==> config.mk <==
export PLATFORM = sky130hd
export DESIGN_NAME = utf8_latin1_case_converter
export DESIGN_NICKNAME = d
export VERILOG_FILES = /design/src/rtl/ulcc_pkg.sv /design/src/rtl/utf8_latin1_case_converter.sv /design/src/rtl/ulcc_decode.sv /design/src/rtl/ulcc_serializer.sv
export SDC_FILE = /design/constraint.sdc
export NUM_CORES = 1
export LEC_CHECK = 0
export BUFFER_PORTS_ARGS = -buffer_cell sky130_fd_sc_hd__buf_2
export CELL_PAD_IN_SITES_DETAIL_PLACEMENT = 0
export CELL_PAD_IN_SITES_GLOBAL_PLACEMENT = 1
export CORE_MARGIN = 5
export CORE_UTILIZATION = 44
export DETAILED_ROUTE_END_ITERATION = 8
export PLACE_DENSITY_LB_ADDON = 0.1
export SKIP_LAST_GASP = 1
export SYNTH_ARGS = -nofsm -noshare
export SYNTH_HDL_FRONTEND = slang
export SYNTH_SLANG_ARGS = --single-unit
==> constraint.sdc <==
create_clock -name clk -period 7.49 [get_ports clk]
set_input_delay 1.498 -clock clk [delete_from_list [all_inputs] [get_ports clk]]
set_output_delay 1.498 -clock clk [all_outputs]
set_load 0.05 [all_outputs]
==> src/rtl/ulcc_pkg.sv <==
// ---------------------------------------------------------------------------
// ulcc_pkg: shared types and mapping functions
// Output word bundle type and the code point case map with UTF-8 re-encoder.
// ---------------------------------------------------------------------------
package ulcc_pkg;

	localparam int unsigned MaxRun = 4;

	localparam logic [20:0] CP_LOWER_A   = 21'h000061;
	localparam logic [20:0] CP_LOWER_Z   = 21'h00007A;
	localparam logic [20:0] CP_UPPER_A   = 21'h000041;
	localparam logic [20:0] CP_UPPER_Z   = 21'h00005A;
	localparam logic [20:0] CP_SHARP_S   = 21'h0000DF;
	localparam logic [20:0] CP_LAT_LO_LO = 21'h0000E0;
	localparam logic [20:0] CP_LAT_LO_HI = 21'h0000FE;
	localparam logic [20:0] CP_DIVIDE    = 21'h0000F7;
	localparam logic [20:0] CP_Y_DIAER   = 21'h0000FF;
	localparam logic [20:0] CP_CAP_Y_DI  = 21'h000178;
	localparam logic [20:0] CP_LAT_UP_LO = 21'h0000C0;
	localparam logic [20:0] CP_LAT_UP_HI = 21'h0000DE;
	localparam logic [20:0] CP_TIMES     = 21'h0000D7;
	localparam logic [20:0] CP_CASE_STEP = 21'h000020;
	localparam logic [20:0] CP_LIM_1B    = 21'h000080;
	localparam logic [20:0] CP_LIM_2B    = 21'h000800;
	localparam logic [20:0] CP_LIM_3B    = 21'h010000;
	localparam logic [20:0] CP_MAX       = 21'h10FFFF;
	localparam logic [20:0] CP_SURR_LO   = 21'h00D800;
	localparam logic [20:0] CP_SURR_HI   = 21'h00DFFF;
	localparam logic [7:0]  BYTE_S       = 8'h53;

	localparam logic MODE_UPPER = 1'b0;
	localparam logic MODE_LOWER = 1'b1;

	typedef struct packed {
		logic [MaxRun-1:0][7:0] bytes;
		logic [2:0]             count;
	} bundle_t;

	function automatic bundle_t encode_cp(input logic [20:0] cp);
		bundle_t r;
		r = '0;
		if (cp < CP_LIM_1B) begin
			r.bytes[0] = cp[7:0];
			r.count    = 3'd1;
		end else if (cp < CP_LIM_2B) begin
			r.bytes[0] = {3'b110, cp[10:6]};
			r.bytes[1] = {2'b10, cp[5:0]};
			r.count    = 3'd2;
		end else if (cp < CP_LIM_3B) begin
			r.bytes[0] = {4'b1110, cp[15:12]};
			r.bytes[1] = {2'b10, cp[11:6]};
			r.bytes[2] = {2'b10, cp[5:0]};
			r.count    = 3'd3;
		end else begin
			r.bytes[0] = {5'b11110, cp[20:18]};
			r.bytes[1] = {2'b10, cp[17:12]};
			r.bytes[2] = {2'b10, cp[11:6]};
			r.bytes[3] = {2'b10, cp[5:0]};
			r.count    = 3'd4;
		end
		return r;
	endfunction

	function automatic bundle_t map_encode(input logic [20:0] cp, input logic mode);
		logic [20:0] m;
		bundle_t     r;
		m = cp;
		if (mode == MODE_UPPER) begin
			if (cp >= CP_LOWER_A && cp <= CP_LOWER_Z)
				m = cp - CP_CASE_STEP;
			else if (cp >= CP_LAT_LO_LO && cp <= CP_LAT_LO_HI && cp != CP_DIVIDE)
				m = cp - CP_CASE_STEP;
			else if (cp == CP_Y_DIAER)
				m = CP_CAP_Y_DI;
		end else begin
			if (cp >= CP_UPPER_A && cp <= CP_UPPER_Z)
				m = cp + CP_CASE_STEP;
			else if (cp >= CP_LAT_UP_LO && cp <= CP_LAT_UP_HI && cp != CP_TIMES)
				m = cp + CP_CASE_STEP;
			else if (cp == CP_CAP_Y_DI)
				m = CP_Y_DIAER;
		end
		r = encode_cp(m);
		// sharp s has no single upper case form
		if (mode == MODE_UPPER && cp == CP_SHARP_S) begin
			r          = '0;
			r.bytes[0] = BYTE_S;
			r.bytes[1] = BYTE_S;
			r.count    = 3'd2;
		end
		return r;
	endfunction

endpackage

==> src/rtl/utf8_latin1_case_converter.sv <==
// ---------------------------------------------------------------------------
// utf8_latin1_case_converter: UTF-8 upper/lower case converter
// Maps ASCII and Latin-1 code points in a UTF-8 byte stream to upper or
// lower case and re-encodes them; malformed input passes through unchanged.
// ---------------------------------------------------------------------------
// One input byte is taken per cycle as long as each byte yields at most one
// output word and the output is not stalled. A byte that completes a code
// point, or that flushes a held sequence, yields up to four words; the single
// output word register holds that run while the next byte with words waits.
// Bytes in the middle of a multi-byte sequence yield no words. The first word
// of a byte's run is offered from the output register, after the byte has
// passed the input register. run_last marks the last word of each byte's run.
// case_mode is written through case_mode_we/case_mode_wdata only while idle;
// the user is bound to this, and the block itself does not enforce it.
module utf8_latin1_case_converter (
	input  logic       clk,
	input  logic       arst_n,
	input  logic       case_mode_we,
	input  logic       case_mode_wdata,
	input  logic       in_valid,
	output logic       in_ready,
	input  logic [7:0] text_byte,
	input  logic       end_of_text,
	output logic       out_valid,
	input  logic       out_ready,
	output logic [7:0] out_byte,
	output logic       run_last
);

	logic       case_mode_q;
	logic       v_s1;
	logic [7:0] text_byte_s1;
	logic       eot_s1;
	logic       advance;
	logic       load;
	logic       free;
	ulcc_pkg::bundle_t bundle;

	always_ff @(posedge clk or negedge arst_n) begin
		if (!arst_n)
			case_mode_q <= ulcc_pkg::MODE_UPPER;
		else if (case_mode_we)
			case_mode_q <= case_mode_wdata;
	end

	// a byte with no output words moves on even while the output register is busy
	assign advance  = v_s1 && ((bundle.count == 3'd0) || free);
	assign load     = advance && (bundle.count != 3'd0);
	assign in_ready = !v_s1 || advance;

	always_ff @(posedge clk or negedge arst_n) begin
		if (!arst_n)
			v_s1 <= 1'b0;
		else if (in_ready)
			v_s1 <= in_valid;
	end

	always_ff @(posedge clk) begin
		if (in_valid && in_ready) begin
			text_byte_s1 <= text_byte;
			eot_s1       <= end_of_text;
		end
	end

	ulcc_decode u_decode (
		.clk         (clk),
		.arst_n      (arst_n),
		.case_mode   (case_mode_q),
		.text_byte   (text_byte_s1),
		.end_of_text (eot_s1),
		.commit      (advance),
		.bundle      (bundle)
	);

	ulcc_serializer u_serializer (
		.clk       (clk),
		.arst_n    (arst_n),
		.load      (load),
		.bundle_in (bundle),
		.out_ready (out_ready),
		.out_valid (out_valid),
		.out_byte  (out_byte),
		.run_last  (run_last),
		.free      (free)
	);

	a_ready_when_empty: assert property (@(posedge clk) disable iff (!arst_n)
		!v_s1 |-> in_ready)
		else $error("input stalled with empty input register");

endmodule

==> src/rtl/ulcc_decode.sv <==
// ---------------------------------------------------------------------------
// ulcc_decode: UTF-8 sequence tracker and case mapper
// Holds the open sequence state and builds the output word bundle for the
// byte in the input register.
// ---------------------------------------------------------------------------
module ulcc_decode (
	input  logic              clk,
	input  logic              arst_n,
	input  logic              case_mode,
	input  logic [7:0]        text_byte,
	input  logic              end_of_text,
	input  logic              commit,
	output ulcc_pkg::bundle_t bundle
);

	typedef enum logic [1:0] {
		TAIL_NONE,
		TAIL_RAW,
		TAIL_MAPPED
	} tail_kind_t;

	logic [20:0] partial_q;
	logic [1:0]  need_q;
	logic [1:0]  held_cnt_q;
	logic [7:0]  held_q [3];

	logic [20:0] partial_d;
	logic [1:0]  need_d;
	logic [1:0]  held_cnt_d;
	logic        held_we;
	logic [1:0]  held_widx;

	logic        is_cont, is_ascii, lead2, lead3, lead4;
	logic [20:0] new_cp;
	logic [20:0] min_cp;
	logic        cp_ok;
	logic [1:0]  flush_cnt;
	tail_kind_t  tail_kind;
	logic [20:0] map_cp;
	ulcc_pkg::bundle_t mapped, tail;
	logic [7:0]  flush_b [ulcc_pkg::MaxRun];
	logic [3:0]  total;

	assign is_cont  = (text_byte[7:6] == 2'b10);
	assign is_ascii = ~text_byte[7];
	assign lead2    = (text_byte >= 8'hC2) && (text_byte <= 8'hDF);
	assign lead3    = (text_byte[7:4] == 4'hE);
	assign lead4    = (text_byte >= 8'hF0) && (text_byte <= 8'hF4);
	assign new_cp   = {partial_q[14:0], text_byte[5:0]};

	always_comb begin
		unique case (held_cnt_q)
			2'd1:    min_cp = ulcc_pkg::CP_LIM_1B;
			2'd2:    min_cp = ulcc_pkg::CP_LIM_2B;
			default: min_cp = ulcc_pkg::CP_LIM_3B;
		endcase
	end

	assign cp_ok = (new_cp >= min_cp) && (new_cp <= ulcc_pkg::CP_MAX) &&
	               !((new_cp >= ulcc_pkg::CP_SURR_LO) && (new_cp <= ulcc_pkg::CP_SURR_HI));

	always_comb begin
		partial_d  = partial_q;
		need_d     = need_q;
		held_cnt_d = held_cnt_q;
		held_we    = 1'b0;
		held_widx  = 2'd0;
		flush_cnt  = 2'd0;
		tail_kind  = TAIL_NONE;
		map_cp     = {13'd0, text_byte};

		if (need_q != 2'd0 && is_cont) begin
			partial_d = new_cp;
			need_d    = need_q - 2'd1;
			if (need_q != 2'd1) begin
				// more continuation words to come: hold this one
				if (held_cnt_q != 2'd3) begin
					held_we    = 1'b1;
					held_widx  = held_cnt_q;
					held_cnt_d = held_cnt_q + 2'd1;
				end
				if (end_of_text) begin
					flush_cnt = held_cnt_q;
					tail_kind = TAIL_RAW;
				end
			end else begin
				if (cp_ok) begin
					tail_kind = TAIL_MAPPED;
					map_cp    = new_cp;
				end else begin
					flush_cnt = held_cnt_q;
					tail_kind = TAIL_RAW;
				end
				partial_d  = '0;
				held_cnt_d = 2'd0;
			end
		end else begin
			// fresh byte; an interrupted sequence first drops the held words out unchanged
			if (need_q != 2'd0)
				flush_cnt = held_cnt_q;
			partial_d  = '0;
			need_d     = 2'd0;
			held_cnt_d = 2'd0;
			if (is_ascii) begin
				tail_kind = TAIL_MAPPED;
			end else if (lead2 || lead3 || lead4) begin
				held_we    = 1'b1;
				held_cnt_d = 2'd1;
				if (lead2) begin
					need_d    = 2'd1;
					partial_d = {16'd0, text_byte[4:0]};
				end else if (lead3) begin
					need_d    = 2'd2;
					partial_d = {17'd0, text_byte[3:0]};
				end else begin
					need_d    = 2'd3;
					partial_d = {18'd0, text_byte[2:0]};
				end
				if (end_of_text)
					tail_kind = TAIL_RAW;
			end else begin
				tail_kind = TAIL_RAW;
			end
		end

		if (end_of_text) begin
			partial_d  = '0;
			need_d     = 2'd0;
			held_cnt_d = 2'd0;
		end
	end

	assign mapped = ulcc_pkg::map_encode(map_cp, case_mode);

	always_comb begin
		tail = '0;
		unique case (tail_kind)
			TAIL_RAW: begin
				tail.bytes[0] = text_byte;
				tail.count    = 3'd1;
			end
			TAIL_MAPPED: tail = mapped;
			default:     tail = '0;
		endcase
	end

	assign flush_b[0] = held_q[0];
	assign flush_b[1] = held_q[1];
	assign flush_b[2] = held_q[2];
	assign flush_b[3] = 8'h00;

	assign total = {2'b00, flush_cnt} + {1'b0, tail.count};

	always_comb begin
		bundle = '0;
		for (int i = 0; i < ulcc_pkg::MaxRun; i++) begin
			if (2'(i) < flush_cnt)
				bundle.bytes[i] = flush_b[i];
			else
				bundle.bytes[i] = tail.bytes[2'(i) - flush_cnt];
		end
		// never more than four words per byte
		bundle.count = (total > 4'd4) ? 3'd4 : total[2:0];
	end

	always_ff @(posedge clk or negedge arst_n) begin
		if (!arst_n) begin
			partial_q  <= '0;
			need_q     <= '0;
			held_cnt_q <= '0;
		end else if (commit) begin
			partial_q  <= partial_d;
			need_q     <= need_d;
			held_cnt_q <= held_cnt_d;
		end
	end

	always_ff @(posedge clk) begin
		if (commit && held_we)
			held_q[held_widx] <= text_byte;
	end

	a_held_with_open: assert property (@(posedge clk) disable iff (!arst_n)
		(need_q != 2'd0) |-> (held_cnt_q != 2'd0) &&
		({1'b0, held_cnt_q} + {1'b0, need_q} <= 3'd4))
		else $error("held count does not match open sequence");

	a_idle_empty: assert property (@(posedge clk) disable iff (!arst_n)
		(need_q == 2'd0) |-> (held_cnt_q == 2'd0))
		else $error("held words left with no open sequence");

endmodule

==> src/rtl/ulcc_serializer.sv <==
// ---------------------------------------------------------------------------
// ulcc_serializer: output word register
// Holds one bundle of up to four words and hands them out one per cycle while out_ready is high.
// ---------------------------------------------------------------------------
module ulcc_serializer (
	input  logic              clk,
	input  logic              arst_n,
	input  logic              load,
	input  ulcc_pkg::bundle_t bundle_in,
	input  logic              out_ready,
	output logic              out_valid,
	output logic [7:0]        out_byte,
	output logic              run_last,
	output logic              free
);

	logic                   v_s2;
	logic [ulcc_pkg::MaxRun-1:0][7:0] bytes_s2;
	logic [2:0]             cnt_s2;
	logic [1:0]             idx_q;
	logic                   last_take;

	assign out_valid = v_s2;
	assign out_byte  = bytes_s2[idx_q];
	assign run_last  = ({1'b0, idx_q} + 3'd1 == cnt_s2);
	assign last_take = v_s2 && out_ready && run_last;
	assign free      = !v_s2 || last_take;

	always_ff @(posedge clk or negedge arst_n) begin
		if (!arst_n) begin
			v_s2  <= 1'b0;
			idx_q <= '0;
		end else if (load) begin
			v_s2  <= 1'b1;
			idx_q <= '0;
		end else if (last_take) begin
			v_s2  <= 1'b0;
			idx_q <= '0;
		end else if (v_s2 && out_ready) begin
			idx_q <= idx_q + 2'd1;
		end
	end

	always_ff @(posedge clk) begin
		if (load) begin
			bytes_s2 <= bundle_in.bytes;
			cnt_s2   <= bundle_in.count;
		end
	end

	a_load_when_free: assert property (@(posedge clk) disable iff (!arst_n)
		load |-> free)
		else $error("bundle loaded over words still pending");

	a_count_range: assert property (@(posedge clk) disable iff (!arst_n)
		v_s2 |-> (cnt_s2 != 3'd0) && (cnt_s2 <= 3'd4) && ({1'b0, idx_q} < cnt_s2))
		else $error("word index past bundle count");

	a_stall_holds: assert property (@(posedge clk) disable iff (!arst_n)
		(v_s2 && !out_ready) |=> v_s2 && $stable(idx_q))
		else $error("output advanced while stalled");

endmodule

# Word-level counts from Yosys, hierarchy flattened
# Memory sizes are Yosys's and may differ from the RTL's.
# Index checks and enable logic that the tools add are counted.
totals:
  reg_bits: 68
  mem_bits_rw: 24
  input_bits: 15
  output_inout_bits: 11
  elab_cells: 183
  n_memories: 1
mem_list:
  columns: ["name", "words", "word_bits", "rd", "rd_clocked_by_memory_dff", "wr", "line", "text"]
  rows:
  - ["u_decode.held_q", 3, 8, 3, 0, 1, "ulcc_decode.sv:25", "logic [7:0] held_q [3];"]
classes:
  addsub: 11
  magnitude_cmp: 29
  eq_ne: 15
  muxes: 79
  bitwise_logic: 1
  reduce_logical: 33
ops:
  columns: ["cell", "n"]
  rows:
  - ["$mux 21", 10]
  - ["$bmux 8 s2", 5]
  - ["$mux 15", 5]
  - ["$mux 8", 9]
  - ["$mux 2", 25]
  - ["$mux 24", 2]
  - ["$eq 21x8->1 const B", 2]
  - ["$ge 21x7->1 const B", 2]
  - ["$ge 21x8->1 const B", 2]
  - ["$le 21x7->1 const B", 2]
  - ["$le 21x8->1 const B", 2]
  - ["$ne 21x8->1 const B", 2]
  - ["$mux 35", 1]
  - ["$pmux 17 s2", 1]
  - ["$mux 25", 1]
  - ["$pmux 11 s2", 1]
  - ["$add 21x6->21 const B", 1]
  - ["$eq 21x9->1 const B", 1]
  - ["$ge 21x16->1 const B", 1]
  - ["$ge 21x17->1", 1]
  - ["$le 21x16->1 const B", 1]
  - ["$le 21x21->1 const B", 1]
  - ["$lt 21x12->1 const B", 1]
  - ["$lt 21x17->1 const B", 1]
  - ["other kinds (36)", 88]

# Logic depth before layout (Yosys ltp)
# Gate-level depths: netlist of the first run.
depth:
  word_depth: 29
  ltp_mapped: 31
  mapped_depth_nobuf: 27

# Modules after synthesis
# From an unflattened synthesis of the first run, not the netlist that was laid out.
unflattened:
  hier_cells: 674
  hier_area_um2: 6334.8
by_module_without_submodules:
  columns: ["mod", "n_inst", "cells_per_inst", "area_per_inst_um2", "seq_area_each_um2"]
  rows:
  - ["ulcc_decode", 1, 590, 4513.1, 1196.1]
  - ["ulcc_serializer", 1, 64, 1436.4, 1126.1]
  - ["utf8_latin1_case_converter", 1, 20, 385.4, 320.3]

# Least setup slack after synthesis of the first run
# Ideal clock, no wire load.
synth_timing:
  path_type: "reg-to-reg"
  start: "register u_decode.held_cnt_q[1]"
  end: "register u_serializer.bytes_s2[0] (netlist name), enable pin"
  setup_ps: 444
  arrival_time_ps: 7193
  required_time_ps: 7046
  setup_slack_ps: -148
  path_stages_with_launch: 27
  n_path_buf: 3
  synth_period_minus_slack_ps: 7638
  cell_sequence: "dfrtp_1 inv_1 ha_1 ha_1 or4b_1 a311oi_1 and2_1 buf_2 a21o_1 nand2_1 ha_1 clkbuf_1 o41ai_1 o221ai_2 nor3_2 or3_1 buf_4 or3_4 nor2_2 nor3_1 ha_1 a21oi_1 nand2_1 mux2i_2 a21oi_1 nand2b_4 a21oi_1"
synth_between:
  elab_chain_len: 27
  word_cells_on_any_way: 64
  cone_classes: "add/sub (3); order compare (13); eq/ne (9); mux (25); reduce/logical (14)"
synth_rtl:
  columns: ["item", "line", "text"]
  rows:
  - ["from (decl)", "ulcc_decode.sv:24", "logic [1:0] held_cnt_q;"]
  - ["from (signal assigned)", "ulcc_decode.sv:174", "held_cnt_q <= held_cnt_d;"]
  - ["$eq 2x2->1 or $eq 2x1->1 (tied branches)", "ulcc_decode.sv:52", "unique case (held_cnt_q)"]
  - ["$pmux 17 s2", "ulcc_decode.sv:52", null]
  - ["$ge 21x17->1", "ulcc_decode.sv:59", "assign cp_ok = (new_cp >= min_cp) && (new_cp <= ulcc_pkg::CP_MAX) &&"]
  - ["$logic_and 1x1->1 (2 in series)", "ulcc_decode.sv:59", null]
  - ["$mux 21", "ulcc_decode.sv:87", "if (cp_ok) begin"]
  - ["$mux 21", "ulcc_decode.sv:75", "if (need_q != 2'd1) begin"]
  - ["$mux 21", "ulcc_decode.sv:72", "if (need_q != 2'd0 && is_cont) begin"]
  - ["$ge 21x8->1 (tied with other cells)", "ulcc_pkg.sv:71", "else if (cp >= CP_LAT_LO_LO && cp <= CP_LAT_LO_HI && cp != CP_DIVIDE)"]
  - ["[11 not listed]", null, null]
  - ["$add 2x3->4 *", "ulcc_decode.sv:152", "assign total = {2'b00, flush_cnt} + {1'b0, tail.count};"]
  - ["$gt 4x3->1", "ulcc_decode.sv:163", "bundle.count = (total > 4'd4) ? 3'd4 : total[2:0];"]
  - ["$mux 3 *", "ulcc_decode.sv:163", null]
  - ["$logic_not 3->1", "utf8_latin1_case_converter.sv:47", "assign advance = v_s1 && ((bundle.count == 3'd0) || free);"]
  - ["$logic_or 1x1->1", "utf8_latin1_case_converter.sv:47", null]
  - ["$logic_and 1x1->1", "utf8_latin1_case_converter.sv:47", null]
  - ["$logic_and 1x1->1 *", "utf8_latin1_case_converter.sv:48", "assign load = advance && (bundle.count != 3'd0);"]
  - ["via load", "utf8_latin1_case_converter.sv:35", "logic load;"]
  - ["to (signal assigned)", "ulcc_serializer.sv:46", "bytes_s2 <= bundle_in.bytes;"]
  - ["to (decl)", "ulcc_serializer.sv:18", "logic [ulcc_pkg::MaxRun-1:0][7:0] bytes_s2;"]
# Mark *: on every way through the listed nets, which the timed path passes. The rest lies on a longest branch.
# A chain may end at the register's enable or synchronous reset.

# Worst setup path in the final report of the first run
layout_timing:
  start: "register u_decode.held_cnt_q[1]"
  end: "output port in_ready"
layout_between:
  elab_chain_len: 27
  word_cells_on_any_way: 63
  cone_classes: "add/sub (3); order compare (13); eq/ne (9); mux (25); reduce/logical (13)"
layout_rtl:
  columns: ["item", "line", "text"]
  rows:
  - ["$eq 2x2->1 or $eq 2x1->1 (tied branches)", "ulcc_decode.sv:52", null]
  - ["$pmux 17 s2", "ulcc_decode.sv:52", null]
  - ["$ge 21x17->1", "ulcc_decode.sv:59", null]
  - ["$logic_and 1x1->1 (2 in series)", "ulcc_decode.sv:59", null]
  - ["$mux 21", "ulcc_decode.sv:87", null]
  - ["$mux 21", "ulcc_decode.sv:75", null]
  - ["$mux 21", "ulcc_decode.sv:72", null]
  - ["$ge 21x8->1 (tied with other cells)", "ulcc_pkg.sv:71", null]
  - ["[10 not listed]", null, null]
  - ["$pmux 11 s2", "ulcc_decode.sv:137", "unique case (tail_kind)"]
  - ["$add 2x3->4 *", "ulcc_decode.sv:152", null]
  - ["$gt 4x3->1", "ulcc_decode.sv:163", null]
  - ["$mux 3 *", "ulcc_decode.sv:163", null]
  - ["$logic_not 3->1 *", "utf8_latin1_case_converter.sv:47", null]
  - ["$logic_or 1x1->1 *", "utf8_latin1_case_converter.sv:47", null]
  - ["$logic_and 1x1->1 *", "utf8_latin1_case_converter.sv:47", null]
  - ["$logic_or 1x1->1 *", "utf8_latin1_case_converter.sv:49", "assign in_ready = !v_s1 || advance;"]
  - ["to (decl)", "utf8_latin1_case_converter.sv:21", "output logic in_ready,"]
# Every way passes the cells marked *; elsewhere a longest branch is shown, timed or not.

==> summary.txt, run 1 <==
Power and ir drop
  • Leakage power total: 2.647 nW
  • Peak VDD IR: 0.0001203 V
  • Sw Ratio: 0.3932
  • Combinational Power Share: 0.347
  • Tot Pwr: 1.726 mW
  • Power Density: 237.9 nW/um^2
  • Internal power: roughly 1.0 mW
  • NetSw: about 680 uW
  • Sequential Power Share: 0.383
  • Clk pwr share: 0.269

Placed design
  • Dpl cell area: 6828 sq um
  • Dpl hpwl: 16,200 um
  • RD Place Congestion: 1.023
  • Inst Count DP: 887
  • Input/output buffers: 25

Job
  • Max-cap violation count: 0

Floorplan
  • Die footprint: 17,050 sq um
  • Starting Density: 0.4436
  • Core Rows: 44
  • Ports: 26
  • Die Ht: 130.6 um
  • Core Area: 14,420 sq um
  • Die Wd: 130.6 um

Clock tree
  • Register clock-pin slew on the reported worst setup and hold paths: 0.07 ns
  • Hold_buf cts: 0
  • H-tree depth: 3
  • CTS tree: yes
  • CTS root buffer: clkbuf_16
  • Max Root-Sink Buffers: 2
  • Clk sink count: 92
  • Skew-Pair Late Insertion Delay: 0.36 ns
  • TritonCTS buffer count: 9

STA
  • Final slew viol count: 0
  • Worst hold margin: 0.5291 ns
  • Setup violators final: 0
  • Final Hold Fails: 0
  • Max_slew headroom: 0.3659
  • Fin crit share: 0.9685
  • FMAX: between 0.1 and 0.15 GHz
  • Clock skew: 0.006535 ns
  • Transition time of the tightest slew-check pin: between 0.9 and 1 ns
  • Final worst path period need: 7.254 ns

Finish
  • Finished Layout Cells: between 900 and 1k
  • Post-layout instance area: 7258 sq um
  • Ratio of cells with drive above 1 in the final layout: 0.1822
  • Final Net Count: 760
  • Final Core Density: 0.5032
  • Fill cells: around 1.4k
  • N_diodes: 0
  • Area growth syn-to-layout: 13.43%

Synth
  • Syn. warnings: 0
  • Top-area cell type share of the netlist area: 0.3191
  • FF+latch count, synth: 92
  • Cells after Synth: 688
  • Synth cell count leaders: 92 x nand2_1, 68 x edfxtp_1, 58 x nor2_1, 54 x a21oi_1
  • Avg Cell Area, Syn: 9.300 sq um
  • Mapped Area: 6399 sq um
  • Ys async rst share: 0.2609
  • Top-count cell post-synth: nand2_1
  • Primary FF master, synth: edfxtp_1
  • Synth area leaders: edfxtp_1 32%, dfrtp_1 9.4%, nand2_1 5.4%, a21oi_1 4.2%, ha_1 3.7%
  • Top cell type by total area after synthesis: edfxtp_1
  • Register area share after synthesis: 0.4130
  • Netlist cell types: 93
  • Syn_nets: just over 700
  • EDFF count, synth: 68

Detailed routing
  • Detail Route Antenna Nets: 0
  • DR iter-0 viols: ~730
  • Vias per cell: 6.322
  • DRC Markers: 0
  • Drt wl/cell: 23.59 um
  • Via count: just under 6k
  • First-pass DRT Iterations: 5
  • Total Wirelength: 21,560 um

Worst setup path
  • Worst r2r path cells: 26
  • Critical path endpoint category: primary output
  • WP data arrival: 5.76 ns
  • Crit path max-delay cell type: or4b_1
  • Req. time, crit path: 5.99 ns
  • Crit path kind: register to primary output
  • Slowest Stage Delay on Critical Path: 0.46 ns
  • Largest fanout on the critical path: 7
  • Critical Path Start Type: register

GRT
  • First-pass GRT wire length: between 30,000 and 40,000 um
  • Pin count of the biggest net entering global routing: 41
  • Initial antenna violation count: 0
  • Gr usage total: 0.2591
  • Total gr overflow: 0
  • Number of global-route vias before repair: approximately 5.7k

Min path
  • WHS Path Cells: 2
  • Hold Crit Class: register to register

Status
  • Outcome: finished clean
## placed cells by master, fill, tap and decap left out, types with 5 or more instances in the layout
cell	n
a211o_1	5
buf_2	24
clkbuf_16	9
nand2b_1	12
mux2i_1	9
or3_1	7
inv_1	24
o21ai_0	31
dfrtp_1	24
ha_1	16
o22ai_1	8
nor4_1	9
o221ai_1	6
mux4_2	8
buf_4	42
nor3_1	21
a22oi_1	6
nand3_1	8
a21oi_1	53
a211oi_1	8
o21ai_1	29
and2_1	9
edfxtp_1	68
o31ai_1	6
nand2_1	92
nor2_1	57
a31oi_1	13
## sequential cells by signal, summed over array words and instances, names as in the netlist, 2 cells and up
name                   flops
u_serializer.bytes_s2     32
u_decode.held_q           24
u_decode.partial_q        15
text_byte_s1               8
u_serializer.cnt_s2        3
u_decode.held_cnt_q        2
u_decode.need_q            2
u_serializer.idx_q         2
## timing repair
action | in CTS | in global routing
setup buffers | 2 | 9
endpoints found under the setup margin | 1 | 1
pin swaps | 4 | 6
gates resized for setup | 5 | 6
## worst max-delay path: cells and delay by family (launching register included)
kind / cells / cell delay, ns
buffers and inverters: 3 / 0.45
flip-flops: 1 / 0.43
AND/OR/NAND/NOR: 9 / 1.72
adder cells (fa/ha/maj): 5 / 1.22
AO/OA/AOI/OAI: 9 / 1.56
## kinds of logic after synthesis
family | count (synthesis) | synth area share
XOR/XNOR | 3 | 0.004107
AND/OR/NAND/NOR | 254 | 0.1955
AO/OA/AOI/OAI | 233 | 0.2583
buffers and inverters | 67 | 0.04263
flip-flops | 92 | 0.4130
multiplexers | 19 | 0.04615
adder cells (fa/ha/maj) | 20 | 0.04028
## final cells by class
cell class	instances	area [sq um]	share of cell area
clock inverter	7	75.07	0.01034
inverter	26	97.59	0.01345
clock buffer	9	225.2	0.03103
timing repair buffer	67	446.7	0.06154
multi-input combinational	529	3541	0.4878
tap	184	230.2	0.03172
sequential	92	2643	0.3641
## stage by stage
stage                     setup WS (ns)  setup TNS, ns
final                            0.2363              0
after global routing           -0.04052       -0.04052
after CTS                      0.004523              0
after detailed placement         0.2230              0
after global placement           0.4434              0
after floorplan                  0.3749              0
## power by group through the flow
stage / clock [mW] / sequential (mW) / combinational (mW)
finish: 0.465 / 0.662 / 0.600
global route: 0.494 / 0.671 / 0.642
CTS: 0.472 / 0.664 / 0.587
detailed placement: 0 / 0.675 / 0.579
global placement: 0 / 0.672 / 0.580
floorplan: 0 / 0.657 / 0.432
## worst paths after layout
path                                              from               endpoint  slack, ns
worst min register to register      u_decode.need_q[1]     u_decode.need_q[1]       0.53
max in group asynchronous                       arst_n  u_serializer.idx_q[0]       5.95
worst max-delay path            u_decode.held_cnt_q[1]               in_ready       0.24
worst max register to register  u_decode.held_cnt_q[1]  u_decode.held_q[2][4]       0.98
worst min-delay path                u_decode.need_q[1]     u_decode.need_q[1]       0.53
min in group asynchronous                       arst_n  u_decode.partial_q[8]       1.15
## layer usage
layer  wire length [um]  GRT usage  share of wire
met1               9323     0.3467           0.43
met2              10160     0.4269           0.47
met3               1306    0.03211          0.061
met4                766     0.1071          0.036
met5                  0          0              0
(Power assumes the default switching activity.)
==> run 2, diff against run 1 <==
SETUP_SLACK_MARGIN = 0.1   (was default)
SYNTH_HIERARCHICAL = 1   (was default)
==> run 2 against run 1 <==
Global-route usage is 0.91 points higher. Power is 4.3% higher. Critical path type unchanged. First-iteration DRC count shrank 15%. Synthesized area is 1.0% lower. Sequential cell count did not move. Die area is 0.92% lower. Critical path depth did not move. Final cell count stayed put. Register-to-register slack got worse by 0.37 ns. Wire length rose by 3.2%. Combinational power increased by 14%. Clock power fell by 2%.
==> summary.txt, run 2 <==
Status
  • Outcome: finished clean

Finish
  • Final Core Density: 0.5364 (+0.03319)
  • N_diodes: 0 (unchanged)
  • Post-layout instance area: 7503 sq um (+3.4%)
  • Multi-input logic area: 3606 sq um (+1.8%)
  • Final Net Count: 764 (+0.53%)
  • Area growth syn-to-layout: 18.45%
  • Biggest register: u_serializer/bytes_s2
  • Most frequent cells in the layout: 73 x nand2_1, 68 x edfxtp_1, 57 x buf_4, 42 x inv_1, 39 x nor2_1
  • Max FFs per register: 32 (unchanged)
  • Ratio of cells with drive above 1 in the final layout: 0.2330 (+0.05078)
  • Top flop regs: u_serializer/bytes_s2 x32, u_decode/held_q x24, u_decode/partial_q x15
  • Storage cell area: 2644 sq um (about the same)
  • Most common cell after layout, fill and taps aside: nand2_1
  • Fill cells: 1,279 (-5.9%)

Detailed routing
  • Via count: 5,997 (+3.8%)
  • Drt wl/cell: 24.34 um (+3.2%)
  • DRC Markers: 0 (unchanged)
  • Vias per cell: 6.561 (+3.8%)
  • DR iter-0 viols: 624 (-15%)
  • Met2 WL: 10,440 um (+2.7%)
  • Met1 wire length: 9280 um (-0.46%)
  • Detail Route Antenna Nets: 0 (unchanged)
  • First-pass DRT Iterations: 7 (+2)
  • Routed length on met3: 1576 um (+21%)
  • Max layer used: met4
  • Total Wirelength: 22,240 um (+3.2%)

Placed design
  • Dpl cell area: 6885 sq um (+0.84%)
  • Input/output buffers: 25 (unchanged)
  • RD Place Congestion: 0.9888 (-3.3%)
  • Worst slack at placement: 0.05156 ns (-0.1714 ns)
  • Dpl hpwl: 16,350 um (+0.92%)

Floorplan
  • Ports: 26 (unchanged)
  • Core Area: 13,990 sq um (-3.0%)
  • Starting Density: 0.4529 (+0.009247)
  • Core Rows: 43 (-2.3%)
  • Die Wd: 130.0 um (-0.46%)
  • Die footprint: 16,900 sq um (-0.92%)
  • Die Ht: 130.0 um (-0.46%)

Worst setup path
  • Crit path buf inv count: 3 (unchanged)
  • Most used cell, CP: ha_4
  • Critical path endpoint category: primary output
  • Critical Path Start Type: register
  • Req. time, crit path: 5.99 ns (about the same)
  • Slowest Stage Delay on Critical Path: 0.46 ns (about the same)
  • Crit path kind: register to primary output
  • Crit path max-delay cell type: or4b_4
  • Largest fanout on the critical path: 4 (-3)
  • WP data arrival: 5.79 ns (+0.03 ns)
  • Delay-heaviest family, CP: compound AO/OA/AOI/OAI gates

STA
  • FMAX: 0.1372 GHz (-0.48%)
  • Setup violators final: 0 (unchanged)
  • Clock skew: 0.01034 ns (+0.003808 ns)
  • Final Hold Fails: 0 (unchanged)
  • Transition time of the tightest slew-check pin: 0.9932 ns (+0.04726 ns)
  • Final worst path period need: 7.288 ns (+0.03476 ns)
  • Final slew viol count: 0 (unchanged)
  • Max_slew headroom: 0.3292 (-0.03674)
  • Fin crit share: 0.9731 (+0.004640)
  • RSZ-0062 raised after global routing: yes
  • Final worst setup slack: 0.2015 ns (-0.03476 ns)

Clock tree
  • TritonCTS buffer count: 9 (unchanged)
  • CTS tree: yes
  • Skew-Pair Late Insertion Delay: 0.36 ns (about the same)
  • Register clock-pin slew on the reported worst setup and hold paths: 0.07 ns (about the same)
  • Clk sink count: 92 (unchanged)
  • H-tree depth: 3 (unchanged)
  • CTS root buffer: clkbuf_16
  • Hold_buf cts: 0 (unchanged)
  • Max Root-Sink Buffers: 2 (unchanged)

Synth
  • Ys async rst share: 0.2609 (unchanged)
  • EDFF count, synth: 68 (unchanged)
  • Cells after Synth: 674 (-2.0%)
  • Compound-cell area share of the yosys netlist: 0.2342 (-0.02406)
  • Multiplexer share of the synthesized area: 0.04345 (-0.002695)
  • Register area share after synthesis: 0.4171 (+0.004160)
  • FF+latch count, synth: 92 (unchanged)
  • Avg Cell Area, Syn: 9.399 sq um (+1.1%)
  • XOR/XNOR Fraction of Synth Area: 0.006913 (+0.002807)
  • Top-count cell post-synth: nand2_1
  • Top cell type by total area after synthesis: edfxtp_1
  • Primary FF master, synth: edfxtp_1
  • Syn. warnings: 6 (+6)
  • Top-area cell type share of the netlist area: 0.3223 (+0.003215)
  • Synth Area in Adders: 0.04069 (+0.0004058)
  • Main combinational cell family by area after synthesis: compound AO/OA/AOI/OAI gates
  • Synth Area in Simple Gates: 0.2052 (+0.009673)
  • Synth cell count leaders: 75 x nand2_1, 68 x edfxtp_1, 44 x inv_1, 40 x nor2_1, 39 x a21oi_1
  • Mapped Area: 6335 sq um (-1.0%)
  • Netlist cell types: 91 (-2.2%)
  • Synth area leaders: edfxtp_1 32%, dfrtp_1 9.5%, nand2_1 4.4%, ha_1 3.8%, a21oi_1 3.1%
  • Syn_nets: 709 (-1.9%)

Job
  • Max-cap violation count: 0 (unchanged)

GRT
  • Initial antenna violation count: 0 (unchanged)
  • First-pass GRT wire length: 34,140 um (+2.9%)
  • Number of global-route vias before repair: 5,793 (+2.3%)
  • Gr usage total: 0.2682 (+0.009111)
  • Total gr overflow: 0 (unchanged)
  • Pin count of the biggest net entering global routing: 39 (-4.9%)

Power and ir drop
  • NetSw: 716.1 uW (+5.5%)
  • Sequential Power Share: 0.366 (-0.017)
  • Leakage power total: 2.809 nW (+6.1%)
  • Peak VDD IR: 0.0001152 V (-4.2%)
  • Internal power: 1.085 mW (+3.6%)
  • Combinational Power Share: 0.380 (+0.033)
  • Sw Ratio: 0.3975 (+0.004264)
  • Clk pwr share: 0.253 (-0.016)
  • Power Density: 240.1 nW/um^2 (+0.93%)

Min path
  • Hold Crit Class: register to register
[run 2: changes by cell type in the layout (fill, tap and decap cells not counted), sizes merged, moves of 13 or more]
cell   previous run  this run
nor2             60        40
nand2            92        75
a21oi            56        39
buf              67        82
o21ai            61        40
nand3             8        25
and3              2        15
inv              27        47
[run 2: power groups by stage]
stage,Combinational (mW),Sequential (mW),Clock [mW]
after floorplan,0.457,0.651,0
final,0.685,0.660,0.456
after CTS,0.645,0.661,0.464
after global placement,0.621,0.670,0
after global routing,0.734,0.669,0.484
after detailed placement,0.626,0.673,0
[run 2: area by class of cell]
cell class,instances,area share
clock buffers,9,0.03001
clock inverters,7,0.009004
inverters,46,0.02301
multi-input cells,498,0.4806
flip-flops and latches,92,0.3523
well taps,180,0.03001
repair buffers,82,0.07504
[run 2: kinds of logic after synthesis]
family,Yosys count
AOI/OAI and AO/OA,207
buffers and inverters,84
DFF,92
adders and majority gates,20
and+or+nand+nor,249
xor gates and xnor gates,5
muxes,17
[run 2: final timing paths]
check	startpoint	to	slack (ns)	depth (start not counted)
max in group asynchronous	arst_n	u_decode/held_cnt_q[0]	5.96	1
min in group asynchronous	arst_n	u_decode/need_q[0]	1.12	1
worst min register to register	u_decode/held_q[1][6]	u_serializer/bytes_s2[14]	0.54	2
worst max register to register	u_decode/held_cnt_q[1]	u_decode/held_q[2][6]	0.61	30
worst min-delay path	u_decode/held_q[1][6]	u_serializer/bytes_s2[14]	0.54	2
worst max-delay path	u_decode/held_cnt_q[1]	in_ready	0.20	26
[run 2: what timing repair did]
action	4_1_cts	5_1_grt
pin swaps	10	17
gates resized for setup	19	33
cloned	0	0
setup endpoints to repair	1	9
setup buffers	5	5
[run 2: worst min-delay path, cell delays in order, from the launching register on]
cell and delay [ns]:
edfxtp_1 0.33, nand2_1 0.04, o21ai_0 0.06
[run 2: routing by layer]
metal | GRT usage | vias up
li1 | - | 2706
met1 | 0.3501 | 2934
met2 | 0.4349 | 302
met3 | 0.04666 | 55
met4 | 0.1265 | 0
met5 | 0 | -
[run 2: metrics by stage]
stage               power [mW]  cells  setup TNS (ns)  hold slack (ns)
floorplan                1.108    674               0           0.4579
global placement         1.291    888               0           0.5151
detailed placement       1.299    888               0           0.5239
CTS                      1.770    909               0           0.5435
global route             1.886    914        -0.04490           0.5620
finish                   1.801    914               0           0.5413
